File: src/rtl/plsc_pkg.sv
// ----------------------------------------------------------------------------
// plsc_pkg
// Shared types, constants and update functions for the path lexical check.
// ----------------------------------------------------------------------------
package plsc_pkg;

    localparam int unsigned COUNT_W = 11;
    localparam int unsigned TOTAL_W = 7;

    localparam logic [COUNT_W-1:0] COUNT_SAT = 11'd1025;
    localparam logic [TOTAL_W-1:0] TOTAL_SAT = 7'd127;

    localparam logic [7:0] CHAR_NUL       = 8'h00;
    localparam logic [7:0] CHAR_DOT       = 8'h2E;
    localparam logic [7:0] CHAR_SLASH     = 8'h2F;
    localparam logic [7:0] CHAR_BACKSLASH = 8'h5C;
    localparam logic [7:0] CHAR_HIGH      = 8'h80;

    typedef enum logic [1:0] {
        MODE_RELATIVE = 2'd0,
        MODE_ABSOLUTE = 2'd1,
        MODE_LEAF     = 2'd2,
        MODE_UNUSED   = 2'd3
    } path_mode_t;

    typedef enum logic [1:0] {
        DOT_NONE  = 2'd0,
        DOT_ONE   = 2'd1,
        DOT_TWO   = 2'd2,
        DOT_OTHER = 2'd3
    } dot_pattern_t;

    typedef struct packed {
        logic [7:0] path_byte;
        logic       last_byte;
        logic       empty_path;
    } in_item_t;

    typedef struct packed {
        logic               path_safe;
        logic [COUNT_W-1:0] path_length;
    } result_t;

    typedef struct packed {
        logic [COUNT_W-1:0] byte_count;
        logic [COUNT_W-1:0] component_length;
        logic [TOTAL_W-1:0] component_total;
        dot_pattern_t       dot_pattern;
        logic               rejected;
        logic               previous_was_slash;
    } path_state_t;

    localparam path_state_t STATE_CLEAR = '{
        byte_count:         '0,
        component_length:   '0,
        component_total:    '0,
        dot_pattern:        DOT_NONE,
        rejected:           1'b0,
        previous_was_slash: 1'b0
    };

    function automatic logic is_dot(input dot_pattern_t d);
        return (d == DOT_ONE) || (d == DOT_TWO);
    endfunction

    function automatic path_state_t add_byte(input path_state_t s, input logic [7:0] b);
        path_state_t r;
        r = s;
        if (s.component_length == '0)
        begin
            r.dot_pattern = (b == CHAR_DOT) ? DOT_ONE : DOT_OTHER;
        end
        else if (s.dot_pattern == DOT_ONE && b == CHAR_DOT)
        begin
            r.dot_pattern = DOT_TWO;
        end
        else
        begin
            r.dot_pattern = DOT_OTHER;
        end
        if (s.component_length < COUNT_SAT)
        begin
            r.component_length = s.component_length + 11'd1;
        end
        r.previous_was_slash = 1'b0;
        return r;
    endfunction

    function automatic path_state_t close_component(
        input path_state_t        s,
        input logic [COUNT_W-1:0] max_comp_bytes,
        input logic [TOTAL_W-1:0] max_comps
    );
        path_state_t r;
        r = s;
        if (s.component_length == '0 || s.component_length > max_comp_bytes ||
            is_dot(s.dot_pattern) || s.component_total >= max_comps)
        begin
            r.rejected = 1'b1;
        end
        if (s.component_total < TOTAL_SAT)
        begin
            r.component_total = s.component_total + 7'd1;
        end
        r.component_length = '0;
        r.dot_pattern      = DOT_NONE;
        return r;
    endfunction

endpackage

File: src/rtl/plsc_if.sv
// ----------------------------------------------------------------------------
// plsc_in_if / plsc_out_if
// Valid/ready channels for path bytes and for path verdicts.
// ----------------------------------------------------------------------------
interface plsc_in_if;
    logic       valid;
    logic       ready;
    logic [7:0] path_byte;
    logic       last_byte;
    logic       empty_path;

    modport source (output valid, output path_byte, output last_byte,
                    output empty_path, input ready);
    modport sink   (input valid, input path_byte, input last_byte,
                    input empty_path, output ready);
endinterface

interface plsc_out_if;
    logic        valid;
    logic        ready;
    logic        path_safe;
    logic [10:0] path_length;

    modport source (output valid, output path_safe, output path_length, input ready);
    modport sink   (input valid, input path_safe, input path_length, output ready);
endinterface

File: src/rtl/path_lexical_safety_check.sv
// ----------------------------------------------------------------------------
// path_lexical_safety_check
// Streaming lexical check of a relative, root or leaf path.
// ----------------------------------------------------------------------------
// The bytes channel carries one path byte per item, with last_byte on the
// final byte; an item with empty_path set carries no byte and ends the path
// at once with path_safe low. The verdict channel gives one item per path:
// path_safe and the byte count, saturating at 1025.
// path_mode is written through path_mode_we / path_mode_wdata between paths.
// Each byte is held in the input register and is folded into the path
// counters and flags as it leaves; the verdict of a path is formed as its
// last item leaves. Barring a stall, one byte is taken every cycle.
// When the receiver stalls, the verdict stays in the result register and
// one more item is held in the input register; bytes that end no path still
// move on, and bytes stop being taken only when a second verdict waits.
// Reset clears all path state, selects relative mode and empties both
// registers.
// ----------------------------------------------------------------------------
module path_lexical_safety_check #(
    parameter int unsigned MAX_COMPONENT_BYTES = 255,
    parameter int unsigned MAX_COMPONENTS      = 64,
    parameter int unsigned MAX_PATH_BYTES      = 1024,
    parameter int unsigned MAX_LEAF_BYTES      = 255
) (
    input  logic       clk,
    input  logic       rst_n,
    input  logic       path_mode_we,
    input  logic [1:0] path_mode_wdata,
    plsc_in_if.sink    bytes,
    plsc_out_if.source verdict
);
    import plsc_pkg::*;

    logic     item_valid;
    in_item_t item;
    logic     advance;
    logic     out_space;
    logic     result_load;
    result_t  result;

    plsc_in_stage u_in_stage (
        .clk        (clk),
        .rst_n      (rst_n),
        .bytes      (bytes),
        .advance    (advance),
        .item_valid (item_valid),
        .item       (item)
    );

    plsc_step #(
        .MAX_COMPONENT_BYTES (MAX_COMPONENT_BYTES),
        .MAX_COMPONENTS      (MAX_COMPONENTS),
        .MAX_PATH_BYTES      (MAX_PATH_BYTES),
        .MAX_LEAF_BYTES      (MAX_LEAF_BYTES)
    ) u_step (
        .clk         (clk),
        .rst_n       (rst_n),
        .mode_we     (path_mode_we),
        .mode_wdata  (path_mode_wdata),
        .item_valid  (item_valid),
        .item        (item),
        .out_space   (out_space),
        .advance     (advance),
        .result_load (result_load),
        .result      (result)
    );

    plsc_out_stage u_out_stage (
        .clk     (clk),
        .rst_n   (rst_n),
        .load    (result_load),
        .result  (result),
        .space   (out_space),
        .verdict (verdict)
    );
endmodule

File: src/rtl/plsc_in_stage.sv
// ----------------------------------------------------------------------------
// plsc_in_stage
// Input register for one path byte item.
// ----------------------------------------------------------------------------
module plsc_in_stage (
    input  logic               clk,
    input  logic               rst_n,
    plsc_in_if.sink            bytes,
    input  logic               advance,
    output logic               item_valid,
    output plsc_pkg::in_item_t item
);
    import plsc_pkg::*;

    logic     valid_reg;
    logic     valid_next;
    in_item_t item_reg;

    // The register refills in the same cycle that its item moves on.
    assign bytes.ready = !valid_reg || advance;
    assign valid_next  = bytes.valid || (valid_reg && !advance);

    always_ff @(posedge clk or negedge rst_n)
    begin
        if (!rst_n)
        begin
            valid_reg <= 1'b0;
        end
        else if (bytes.ready)
        begin
            valid_reg <= valid_next;
        end
    end

    always_ff @(posedge clk)
    begin
        if (bytes.valid && bytes.ready)
        begin
            item_reg <= '{path_byte:  bytes.path_byte,
                          last_byte:  bytes.last_byte,
                          empty_path: bytes.empty_path};
        end
    end

    assign item_valid = valid_reg;
    assign item       = item_reg;
endmodule

File: src/rtl/plsc_step.sv
// ----------------------------------------------------------------------------
// plsc_step
// Path state registers and the per-byte rule update, plus the mode register.
// ----------------------------------------------------------------------------
module plsc_step #(
    parameter int unsigned MAX_COMPONENT_BYTES = 255,
    parameter int unsigned MAX_COMPONENTS      = 64,
    parameter int unsigned MAX_PATH_BYTES      = 1024,
    parameter int unsigned MAX_LEAF_BYTES      = 255
) (
    input  logic                clk,
    input  logic                rst_n,
    input  logic                mode_we,
    input  logic [1:0]          mode_wdata,
    input  logic                item_valid,
    input  plsc_pkg::in_item_t  item,
    input  logic                out_space,
    output logic                advance,
    output logic                result_load,
    output plsc_pkg::result_t   result
);
    import plsc_pkg::*;

    localparam logic [COUNT_W-1:0] MaxCompBytes = COUNT_W'(MAX_COMPONENT_BYTES);
    localparam logic [TOTAL_W-1:0] MaxComps     = TOTAL_W'(MAX_COMPONENTS);
    localparam logic [COUNT_W-1:0] MaxPath      = COUNT_W'(MAX_PATH_BYTES);
    localparam logic [COUNT_W-1:0] MaxLeaf      = COUNT_W'(MAX_LEAF_BYTES);

    path_mode_t  mode_reg;
    path_state_t state_reg;
    path_state_t state_next;
    path_state_t upd;
    logic        finish;

    always_ff @(posedge clk or negedge rst_n)
    begin
        if (!rst_n)
        begin
            mode_reg <= MODE_RELATIVE;
        end
        else if (mode_we)
        begin
            mode_reg <= path_mode_t'(mode_wdata);
        end
    end

    assign finish      = item.last_byte || item.empty_path;
    // Items that give no verdict never wait for the output register.
    assign advance     = item_valid && (!finish || out_space);
    assign result_load = advance && finish;

    always_comb
    begin
        upd = state_reg;
        if (state_reg.byte_count < COUNT_SAT)
        begin
            upd.byte_count = state_reg.byte_count + 11'd1;
        end

        unique case (mode_reg)
            MODE_UNUSED:
            begin
                upd.rejected = 1'b1;
            end
            MODE_LEAF:
            begin
                if (item.path_byte == CHAR_NUL || item.path_byte == CHAR_SLASH)
                begin
                    upd.rejected = 1'b1;
                end
                upd = add_byte(upd, item.path_byte);
            end
            MODE_RELATIVE, MODE_ABSOLUTE:
            begin
                if (mode_reg == MODE_ABSOLUTE && state_reg.byte_count == '0)
                begin
                    // The leading slash of a root path opens no component.
                    if (item.path_byte != CHAR_SLASH)
                    begin
                        upd.rejected = 1'b1;
                    end
                    upd.previous_was_slash = 1'b1;
                end
                else if (item.path_byte == CHAR_SLASH)
                begin
                    upd = close_component(upd, MaxCompBytes, MaxComps);
                    upd.previous_was_slash = 1'b1;
                end
                else
                begin
                    if (item.path_byte == CHAR_NUL || item.path_byte >= CHAR_HIGH ||
                        item.path_byte == CHAR_BACKSLASH)
                    begin
                        upd.rejected = 1'b1;
                    end
                    upd = add_byte(upd, item.path_byte);
                end
            end
            default:
            begin
                upd.rejected = 1'b1;
            end
        endcase

        if (item.last_byte)
        begin
            unique case (mode_reg)
                MODE_LEAF:
                begin
                    if (upd.byte_count > MaxLeaf || is_dot(upd.dot_pattern))
                    begin
                        upd.rejected = 1'b1;
                    end
                end
                MODE_RELATIVE, MODE_ABSOLUTE:
                begin
                    if (upd.byte_count > MaxPath)
                    begin
                        upd.rejected = 1'b1;
                    end
                    if (mode_reg == MODE_ABSOLUTE && upd.byte_count < 11'd2)
                    begin
                        upd.rejected = 1'b1;
                    end
                    // A trailing slash fails; otherwise the open component closes.
                    if (upd.previous_was_slash)
                    begin
                        upd.rejected = 1'b1;
                    end
                    else
                    begin
                        upd = close_component(upd, MaxCompBytes, MaxComps);
                    end
                end
                default:
                begin
                    upd.rejected = upd.rejected;
                end
            endcase
        end
    end

    always_comb
    begin
        if (item.empty_path)
        begin
            result.path_safe   = 1'b0;
            result.path_length = state_reg.byte_count;
        end
        else
        begin
            result.path_safe   = !upd.rejected;
            result.path_length = upd.byte_count;
        end
        state_next = finish ? STATE_CLEAR : upd;
    end

    always_ff @(posedge clk or negedge rst_n)
    begin
        if (!rst_n)
        begin
            state_reg <= STATE_CLEAR;
        end
        else if (advance)
        begin
            state_reg <= state_next;
        end
    end
endmodule

File: src/rtl/plsc_out_stage.sv
// ----------------------------------------------------------------------------
// plsc_out_stage
// Result register that holds a verdict until the receiver takes it.
// ----------------------------------------------------------------------------
module plsc_out_stage (
    input  logic              clk,
    input  logic              rst_n,
    input  logic              load,
    input  plsc_pkg::result_t result,
    output logic              space,
    plsc_out_if.source        verdict
);
    import plsc_pkg::*;

    logic    valid_reg;
    logic    valid_next;
    result_t result_reg;

    assign space      = !valid_reg || verdict.ready;
    assign valid_next = load || (valid_reg && !verdict.ready);

    always_ff @(posedge clk or negedge rst_n)
    begin
        if (!rst_n)
        begin
            valid_reg <= 1'b0;
        end
        else
        begin
            valid_reg <= valid_next;
        end
    end

    always_ff @(posedge clk)
    begin
        if (load)
        begin
            result_reg <= result;
        end
    end

    assign verdict.valid       = valid_reg;
    assign verdict.path_safe   = result_reg.path_safe;
    assign verdict.path_length = result_reg.path_length;
endmodule

File: src/flat_wrapper.sv
// flat-port wrapper written by rule: the top's interface ports become plain ports
module path_lexical_safety_check_flat import plsc_pkg::*;
#(
    parameter int unsigned MAX_COMPONENT_BYTES = 255,
    parameter int unsigned MAX_COMPONENTS      = 64,
    parameter int unsigned MAX_PATH_BYTES      = 1024,
    parameter int unsigned MAX_LEAF_BYTES      = 255
)
  (clk, rst_n, path_mode_we, path_mode_wdata, bytes_valid, bytes_path_byte, bytes_last_byte, bytes_empty_path, bytes_ready, verdict_valid, verdict_path_safe, verdict_path_length, verdict_ready);
  plsc_in_if bytes_i ();
  plsc_out_if verdict_i ();
  input  logic clk;
  input  logic rst_n;
  input  logic path_mode_we;
  input  logic [1:0] path_mode_wdata;
  input wire logic [$bits(bytes_i.valid)-1:0] bytes_valid;
  input wire logic [$bits(bytes_i.path_byte)-1:0] bytes_path_byte;
  input wire logic [$bits(bytes_i.last_byte)-1:0] bytes_last_byte;
  input wire logic [$bits(bytes_i.empty_path)-1:0] bytes_empty_path;
  output wire logic [$bits(bytes_i.ready)-1:0] bytes_ready;
  output wire logic [$bits(verdict_i.valid)-1:0] verdict_valid;
  output wire logic [$bits(verdict_i.path_safe)-1:0] verdict_path_safe;
  output wire logic [$bits(verdict_i.path_length)-1:0] verdict_path_length;
  input wire logic [$bits(verdict_i.ready)-1:0] verdict_ready;
  assign bytes_i.valid = bytes_valid;
  assign bytes_i.path_byte = bytes_path_byte;
  assign bytes_i.last_byte = bytes_last_byte;
  assign bytes_i.empty_path = bytes_empty_path;
  assign bytes_ready = bytes_i.ready;
  assign verdict_valid = verdict_i.valid;
  assign verdict_path_safe = verdict_i.path_safe;
  assign verdict_path_length = verdict_i.path_length;
  assign verdict_i.ready = verdict_ready;
  path_lexical_safety_check #(.MAX_COMPONENT_BYTES(MAX_COMPONENT_BYTES), .MAX_COMPONENTS(MAX_COMPONENTS), .MAX_PATH_BYTES(MAX_PATH_BYTES), .MAX_LEAF_BYTES(MAX_LEAF_BYTES)) u_core (.clk(clk), .rst_n(rst_n), .path_mode_we(path_mode_we), .path_mode_wdata(path_mode_wdata), .bytes(bytes_i), .verdict(verdict_i));
endmodule
File: config.mk
export PLATFORM = sky130hd
export DESIGN_NAME = path_lexical_safety_check_flat
export DESIGN_NICKNAME = d
export VERILOG_FILES = /design/src/rtl/plsc_pkg.sv /design/src/rtl/plsc_if.sv /design/src/rtl/path_lexical_safety_check.sv /design/src/rtl/plsc_in_stage.sv /design/src/rtl/plsc_step.sv /design/src/rtl/plsc_out_stage.sv /design/src/flat_wrapper.sv
export SDC_FILE = /design/constraint.sdc
export NUM_CORES = 1
export LEC_CHECK = 0
export ABC_AREA = 1
export BUFFER_PORTS_ARGS = -buffer_cell sky130_fd_sc_hd__buf_2
export CELL_PAD_IN_SITES_DETAIL_PLACEMENT = 0
export CELL_PAD_IN_SITES_GLOBAL_PLACEMENT = 2
export CORE_UTILIZATION = 35
export DETAILED_ROUTE_END_ITERATION = 12
export PLACE_DENSITY = 0.78
export SLEW_MARGIN = 20
export SYNTH_ARGS = -nofsm -noshare
export SYNTH_HDL_FRONTEND = slang
export SYNTH_SLANG_ARGS = --single-unit
export TNS_END_PERCENT = 20
File: constraint.sdc
create_clock -name clk -period 2.4 [get_ports clk]
set_input_delay 0.12 -clock clk [delete_from_list [all_inputs] [get_ports clk]]
set_output_delay 0.12 -clock clk [all_outputs]
set_load 0.005 [all_outputs]
==> results of run 1 <==
-- power groups by stage --
stage,sequential (µW),combinational (µW),clock (µW)
floorplan,1180,527,0
global placement,1180,824,0
detailed placement,1190,823,0
CTS,1170,845,1060
global route,1180,1080,1100
finish,1170,973,1040
-- path summary, 6_finish.rpt --
check	startpoint	to	slack (ns)	cells after the start
worst max-delay path	u_core.u_step.state_reg[22]	u_core.u_out_stage.verdict.path_safe	0.11	18
worst min-delay path	path_mode_wdata[0]	u_core.u_step.mode_reg[0]	0.02	2
worst max register to register	u_core.u_step.state_reg[22]	u_core.u_out_stage.verdict.path_safe	0.11	18
worst min register to register	u_core.u_step.state_reg[1]	u_core.u_step.state_reg[1]	0.48	2
max in group asynchronous	rst_n	u_core.u_step.state_reg[23]	1.29	2
min in group asynchronous	rst_n	u_core.u_step.state_reg[16]	0.45	2
-- repair_timing --
action	in CTS	in global routing
hold endpoints to repair	48	0
buffers inserted	0	8
resized for setup	0	69
hold buffers	14	0
endpoints found under the setup margin	0	1
-- stage by stage --
stage	hold slack, ns	setup slack (ns)
CTS	0.006732	0.01412
detailed placement	0.2981	0.003035
global placement	0.2974	0.05187
floorplan	-0.1756	0.3442
global route	0.01580	-0.02302
finish	0.01653	0.1147
-- cell usage after synthesis (all sizes together) --
| master | n | share of area [%] |
|---|---|---|
| nand2 | 168 | 17 |
| inv | 75 | 7.2 |
| nor2 | 62 | 6.3 |
| nand3 | 58 | 7.4 |
| o21ai | 44 | 5.9 |
| dfrtp | 36 | 23 |
| edfxtp | 22 | 17 |
| o22ai | 16 | 2.5 |
| xor2 | 11 | 2.5 |
| nor3 | 8 | 1.0 |
| a21oi | 7 | 0.89 |
| clkbuf | 7 | 0.67 |
| nand4 | 7 | 1.1 |
| buf | 6 | 1.2 |
| ha | 6 | 1.9 |
| o32ai | 4 | 0.89 |
| o211ai | 2 | 0.38 |
| o21bai | 2 | 0.67 |
| xnor2 | 2 | 0.45 |
| a211oi | 1 | 0.32 |
| a31oi | 1 | 0.16 |
| a32o | 1 | 0.25 |
| and2 | 1 | 0.16 |
| dlymetal6s2s | 1 | 0.32 |
| mux2 | 1 | 0.29 |
| nand3b | 1 | 0.19 |
| o221ai | 1 | 0.22 |
| o2bb2ai | 1 | 0.22 |
| or4 | 1 | 0.19 |
-- per-layer routing --
metal | share of wire, % | wire, µm | vias to the layer above
met4 | 1.4 | 163 | 0
met3 | 3.1 | 363 | 13
met1 | 48 | 5636 | 1868
met5 | 0 | 0 | -
met2 | 48 | 5642 | 74
li1 | - | - | 1997
-- worst register-to-register path, stage by stage, from the launching register on --
cell and delay (ns):
dfrtp_1 0.40, inv_2 0.07, ha_4 0.16, nand3_2 0.08
nor2_4 0.05, nand2_4 0.14, buf_6 0.17, o21ai_1 0.06
o21bai_1 0.15, nand2_1 0.11, nand2_1 0.08, nor2_2 0.13
nand3_2 0.08, nand3_1 0.09, nand2_1 0.06, nand2_1 0.05
nand2_1 0.04, nand2_1 0.07, nor2_2 0.04
-- cell families (layout without fill, tap and decap cells) --
logic type      count (synthesis)  count (layout)  synth area share (%)
mux                             1               1                0.2867
buf+inv                        89             183                 9.366
compound gates                 80              81                 12.46
flops                          58              58                 39.76
xor+xnor                       13              13                 2.899
simple gates                  306             306                 33.32
fa+ha+maj                       6               6                 1.911
-- layout make-up --
class / instances / area [µm²]
fill: 1087 / 5773
multi-input combinational: 407 / 2200
sequential: 58 / 1570
timing repair buffer: 92 / 665.6
inverter: 75 / 286.5
tap: 140 / 175.2
clock buffer: 10 / 137.6
clock inverter: 6 / 80.08
==> impl_metrics.ini, run 1 <==
[timing]
hold_viol_final = 0
fin_crit_sh_pct = 95.22
setup_viol = 0
rsz0062_at_grt = yes
max_slew_margin_pct = 37.55
fin_tns_setup_ns = 0
clock.fmax_ghz = 0.4376
period_needed_ns = 2.285
worstMarginPinSlew_ns = 0.9368
slew_violations = 0
clock_skew_ns = 0.01047

[drt]
routed_wl_um = 11810
initialDrtViolationCount = 195
drt_pass1_iterations = 5
avgViaCountPerCell = 5.015
wl_per_cell_um = 14.98
postRouteAntennaNets = 0
drc = 0
vias = 3952

[yosys]
postSynthAreaPerCell_um2 = 7.102
syn_inst = 553
netlist_area_um2 = 3928
synth_cell_types = 39
ys_warn_count = 0
syn_nets = 576
ys_ff_latch = 58
yosysSeqAreaShare_pct = 39.76

[floorplanning]
fp.dieArea_um2 = 11650
rows = 38
io_pins = 31
die_w_um = 107.9
initial_core_util_pct = 36.07
die_h_um = 107.9
core_area_um2 = 10890

[pwr]
swShare_pct = 34.39
seqPwrFrac_pct = 36.8
power_frac_clock_pct = 32.6
p_per_area_nw_per_um2 = 621.6
power.internal_uw = 2086
finalPower_uw = 3180
ir_worst_vdd_mv = 0.3195
switching_power_uw = 1093
comb_power_share_pct = 30.6
leakage_uw = 0.002421

[worst_setup_path]
cp-end-kind = flip-flop
crit_path_max_fanout = 8
crit_buf_inv = 2
cpPeakStageDelay_ns = 0.40
critPathMostFrequentCell = nand2_1
startpoint_type = flip-flop
required_ns = 2.50
cp.arrival_ns = 2.38
crit_family = simple AND/OR/NAND/NOR gates
crit_slowest_cell = dfrtp_1
critPathKind = flip-flop to flip-flop
worstPathCellList = inv_2 -> ha_4 -> nand3_2 -> nor2_4 -> nand2_4 -> buf_6 -> o21ai_1 -> o21bai_1 -> nand2_1 -> nand2_1 -> nor2_2 -> nand3_2 -> nand3_1 -> nand2_1 -> nand2_1 -> nand2_1 -> nand2_1 -> nor2_2

[global_route]
grt_pass1_wl_um = 18880
grt_use_met2_pct = 34.62
grtUsageTotal_pct = 21.42
grt_util_met3_pct = 3.255
gr-max-usage-layer = met2
overflow = 0
grt_max_degree = 37
grt_pass1_vias = 3690
antenna_found_initial = 0
met1_usage_pct = 29.24

[clocking]
cts_tree = yes
cts_sinks = 58
clkTransAtPathRegs_ns = 0.07
ctsLongestPathBuffers = 2
clock_latency_ns = 0.34
htree_levels = 3
numCtsBuffers = 9
cts-root-buf = clkbuf_8

[layout]
final_cell_mix = nand2_1, inv_1, nand3_1
drive_above_1_share_pct = 24.85
nets = 666
final_area_um2 = 5115
diodes = 0
post-route-util_pct = 46.98
fin_cells = 788
layout_commonest_cell = nand2_1
synthToLayoutAreaGrowth_pct = 30.23
largest_reg_flops = 32

[placement]
placed_area_um2 = 4473
io_buffers = 30
gp_congestion = 0.8398
hpwl_um = 8393
dp.cells = 749

[job]
max_cap_violations = 0

[outcome]
status = finished, final reports clean

[worst_hold_path]
hold_path.class = input port to flip-flop
Power figures use the tool's default switching activity.
==> inputs of run 2 (changes only) <==
- RECOVER_POWER: unset -> 100
==> impl_metrics.ini, run 2 (same netlist as run 1, synthesis figures left out) <==
[drt]
drc = 0
vias = 3959
initialDrtViolationCount = 193
postRouteAntennaNets = 0
wl_per_cell_um = 14.99
drt_pass1_iterations = 5
routed_wl_um = 11810
avgViaCountPerCell = 5.024

[placement]
io_buffers = 30
placed_area_um2 = 4473
place_ws_ns = 0.003035
hpwl_um = 8393
gp_congestion = 0.8398

[global_route]
grt_pass1_vias = 3690
grtUsageTotal_pct = 21.42
grt_max_degree = 37
overflow = 0
grt_pass1_wl_um = 18880
antenna_found_initial = 0

[worst_hold_path]
hold_path.class = input port to flip-flop
hold_start = path_mode_wdata[0]
hold_end = u_core.u_step.mode_reg[0]
whs_path_depth = 2

[timing]
fin_crit_sh_pct = 95.22
clock_skew_ns = 0.01051
fin_ws_ns = 0.1148
worstMarginPinSlew_ns = 1.041
hold_ws_ns = 0.01651
rsz0062_at_grt = yes
period_needed_ns = 2.285
fin_tns_setup_ns = 0
max_slew_margin_pct = 30.58
setup_viol = 0
hold_viol_final = 0
slew_violations = 0
clock.fmax_ghz = 0.4376

[worst_setup_path]
rrSetupSlack_ns = 0.11
critPathKind = flip-flop to flip-flop
crit_path_max_fanout = 8
required_ns = 2.50
critPathMostFrequentCell = nand2_1
reg2regPathDepth = 18
cpPeakStageDelay_ns = 0.40
crit_family = simple AND/OR/NAND/NOR gates
timing.rr.start = u_core.u_step.state_reg[22]
crit_buf_inv = 2
worstPathCellList = inv_2 -> ha_4 -> nand3_2 -> nor2_4 -> nand2_4 -> buf_6 -> o21ai_1 -> o21bai_1 -> nand2_1 -> nand2_1 -> nor2_2 -> nand3_2 -> nand3_1 -> nand2_1 -> nand2_1 -> nand2_1 -> nand2_1 -> nor2_2
cp-end-kind = flip-flop
cp.arrival_ns = 2.38
startpoint_type = flip-flop
rr_endpoint = u_core.u_out_stage.verdict.path_safe
crit_slowest_cell = dfrtp_1

[clocking]
cts-root-buf = clkbuf_8
ctsLongestPathBuffers = 2
cts_tree = yes
numCtsBuffers = 9
clock_latency_ns = 0.34
htree_levels = 3
cts_sinks = 58
clkTransAtPathRegs_ns = 0.07

[floorplanning]
initial_core_util_pct = 36.07
io_pins = 31
rows = 38
core_area_um2 = 10890
die_h_um = 107.9
die_w_um = 107.9
fp.dieArea_um2 = 11650

[layout]
final_area_um2 = 5107
final_cell_mix = nand2_1, inv_1, nand3_1
nets = 666
diodes = 0
multi_input_area_um2 = 2200
seq_area_um2 = 1570
fillers = 1092
synthToLayoutAreaGrowth_pct = 30.04
largest_reg_flops = 32
layout_commonest_cell = nand2_1
drive_above_1_share_pct = 23.92

[pwr]
ir_worst_vdd_mv = 0.3195
p_per_area_nw_per_um2 = 622.5
leakage_uw = 0.002404
finalPower_uw = 3179

[outcome]
status = finished, final reports clean

[job]
max_cap_violations = 0
[run 2: cell types whose count changed in the layout (fill, tap and decap cells not counted)]
cell	before	now
clkbuf_2	0	2
buf_2	30	22
clkbuf_1	0	6
[run 2: per-stage QoR]
stage / instances / utilization (%)
after floorplan: 553 / -
after global placement: 749 / 41.08
after detailed placement: 749 / 41.08
after CTS: 779 / 44.37
after global routing: 788 / 46.91
final: 788 / 46.91
[run 2: what timing repair did]
action                                  CTS  global route
hold endpoints to repair                 48             0
endpoints found under the setup margin    0             1
buffers inserted                          0             8
hold buffers                             14             0
gates resized for setup                   0            69
[run 2: routing by layer]
metal / share of wire (%) / vias to the layer above / routed length [µm] / GRT usage (%)
li1: - / 1997 / - / -
met1: 48 / 1873 / 5621 / 29.24
met2: 48 / 76 / 5639 / 34.62
met3: 3.3 / 13 / 389 / 3.255
met4: 1.4 / 0 / 163 / 7.241
met5: 0 / - / 0 / 0
[run 2: worst max-delay path by stage]
stage	to	from	cells past startpoint
global route	u_core.u_out_stage.verdict.path_safe	u_core.u_step.state_reg[27]	17
detailed placement	u_core.u_out_stage.verdict.path_safe	u_core.u_step.state_reg[23]	19
CTS	u_core.u_out_stage.verdict.path_safe	u_core.u_step.state_reg[23]	19
finish	u_core.u_out_stage.verdict.path_safe	u_core.u_step.state_reg[22]	18
global placement	u_core.u_out_stage.verdict.path_safe	u_core.u_step.state_reg[23]	18
floorplan	u_core.u_out_stage.verdict.path_safe	u_core.u_step.state_reg[22]	19
[run 2: worst register-to-register path, stage by stage, from the launching register on]
cell	delay (ns)
dfrtp_1	0.40
inv_2	0.07
ha_4	0.16
nand3_2	0.08
nor2_4	0.05
nand2_4	0.14
buf_6	0.17
o21ai_1	0.06
o21bai_1	0.15
nand2_1	0.11
nand2_1	0.08
nor2_2	0.13
nand3_2	0.08
nand3_1	0.09
nand2_1	0.06
nand2_1	0.05
nand2_1	0.04
nand2_1	0.07
nor2_2	0.04
[run 2: final cells by class]
cell class                      instances  area share (%)
Clock inverter                          6           1.568
Timing Repair Buffer                   92           12.89
Sequential cell                        58           30.74
Inverter                               75           5.610
Clock buffer                           10           2.695
Multi-Input combinational cell        407           43.07
Tap cell                              140           3.430
[run 2: power by group]
group          internal [µW]  total, µW  leakage (µW)  switching [µW]
combinational            370        971       0.00161             601
clock                    604       1040      0.000107             432
sequential              1110       1170      0.000691            61.6
total                   2080       3180       0.00240            1090
==> inputs of run 3 (changes only) <==
- SETUP_SLACK_MARGIN: unset -> 0.4
==> impl_metrics.ini, run 3 (same netlist as run 1, synthesis figures left out) <==
[outcome]
status = finished with violations
violations = capacitance limit, slew limit

[layout]
diodes = 0
final_area_um2 = 5194
layout_commonest_cell = nand2_1
final_cell_mix = nand2_1, inv_1, nand3_1
drive_above_1_share_pct = 26.03
largest_reg_flops = 32
nets = 675
synthToLayoutAreaGrowth_pct = 32.24

[worst_setup_path]
startpoint_type = flip-flop
endpoint = u_core.u_out_stage.verdict.path_safe
crit_path_max_fanout = 8
required_ns = 2.50
cp.arrival_ns = 2.33
rr_endpoint = u_core.u_out_stage.verdict.path_safe
critPathKind = flip-flop to flip-flop
reg2regPathDepth = 19
timing.rr.start = u_core.u_step.state_reg[22]
startpoint = u_core.u_step.state_reg[22]
cp-end-kind = flip-flop
rrSetupSlack_ns = 0.17

[clocking]
clock_latency_ns = 0.35
cts_tree = yes
clkTransAtPathRegs_ns = 0.07
numCtsBuffers = 9
htree_levels = 3
ctsLongestPathBuffers = 2
cts_sinks = 58
cts-root-buf = clkbuf_8

[global_route]
antenna_found_initial = 0
grtUsageTotal_pct = 22.31
overflow = 0
grt_max_degree = 27
grt_pass1_wl_um = 19640
grt_pass1_vias = 3906

[floorplanning]
fp.dieArea_um2 = 11650
core_area_um2 = 10890
io_pins = 31
die_w_um = 107.9
die_h_um = 107.9
rows = 38
initial_core_util_pct = 36.07

[placement]
gp_congestion = 0.8129
hpwl_um = 8236
io_buffers = 30
placed_area_um2 = 4499
place_ws_ns = -0.04202

[job]
max_cap_violations = 1

[pwr]
leakage_uw = 0.002451
p_per_area_nw_per_um2 = 594.0
ir_worst_vdd_mv = 0.3591

[timing]
period_needed_ns = 2.234
worstMarginPinSlew_ns = 1.696
slew_violations = 27
hold_ws_ns = 0.03468
hold_viol_final = 0
clock.fmax_ghz = 0.4477
max_slew_margin_pct = -13.07
clock_skew_ns = 0.01500
setup_viol = 0
fin_crit_sh_pct = 93.07
fin_ws_ns = 0.1663
rsz0062_at_grt = yes

[drt]
initialDrtViolationCount = 160
postRouteAntennaNets = 0
drt_pass1_iterations = 4
drc = 0
route.met3.wl_um = 544
vias = 3969
top_layer = met4
wl_per_cell_um = 14.89
avgViaCountPerCell = 4.980
met1_length_um = 5715
routed_wl_um = 11870
dr_wl_met2_um = 5464

[worst_hold_path]
hold_start = verdict_ready
hold_path.class = input port to flip-flop
-- run 3: worst min path at each step --
stage,end,slack (ns),cells past startpoint
floorplan,u_core.u_in_stage.item_valid,-0.18,0
global placement,u_core.u_step.state_reg[17],0.21,1
detailed placement,u_core.u_step.state_reg[17],0.21,1
CTS,u_core.u_out_stage.verdict.valid,0.02,4
global route,u_core.u_step.mode_reg[0],0.05,2
finish,u_core.u_out_stage.verdict.valid,0.03,4
-- run 3: per-stage QoR --
| step | TNS [ns] | total power [µW] | cells | utilization (%) |
|---|---|---|---|---|
| 2_1_floorplan | 0 | 1713 | 553 | - |
| 3_3_place_gp | -0.02567 | 2013 | 749 | 41.32 |
| 3_5_place_dp | -0.04202 | 2014 | 749 | 41.32 |
| 4_1_cts | 0 | 3014 | 789 | 45.84 |
| 5_1_grt | 0 | 3274 | 797 | 47.70 |
| 6_report | 0 | 3085 | 797 | 47.70 |
-- run 3: repair_timing --
action / in CTS / in global routing
hold endpoints to repair: 38 / 0
resized for setup: 31 / 56
hold buffers: 15 / 0
pin swaps: 14 / 23
setup buffers: 9 / 8
endpoints found under the setup margin: 5 / 22
-- run 3: cell type report --
type,instances,area [µm²]
Timing Repair Buffer,102,754.5
Fill cell,1097,5694
Tap cell,140,175.2
Multi-Input combinational cell,406,2231
Clock inverter,5,45.04
Clock buffer,11,131.4
Sequential cell,58,1570
Inverter,75,286.5
-- run 3: critical path: stages (launching register included) --
cell and delay [ns]:
dfrtp_2 0.41, inv_2 0.09, ha_4 0.14, nand3_2 0.09
nor2_4 0.13, nand2_4 0.10, nand2_4 0.11, inv_6 0.06
nand3_1 0.08, nand2_1 0.06, inv_2 0.05, nor2_1 0.05
nor2_1 0.14, nand3_1 0.13, nand3_1 0.11, nand2_1 0.05
nand2_1 0.05, nand2_1 0.05, nand2_1 0.07, nor2_2 0.03
-- run 3: power breakdown --
part | leakage [µW] | switching (µW) | total (µW) | internal, µW
Combinational | 0.00167 | 617 | 1040 | 422
Clock | 0.0000875 | 412 | 879 | 467
Sequential | 0.000691 | 56.2 | 1170 | 1110
Total | 0.00245 | 1090 | 3090 | 2000
-- run 3: layer usage --
layer / vias up / track usage (%)
li1: 2014 / -
met1: 1857 / 30.67
met2: 85 / 35.44
met3: 13 / 4.039
met4: 0 / 7.339
met5: - / 0
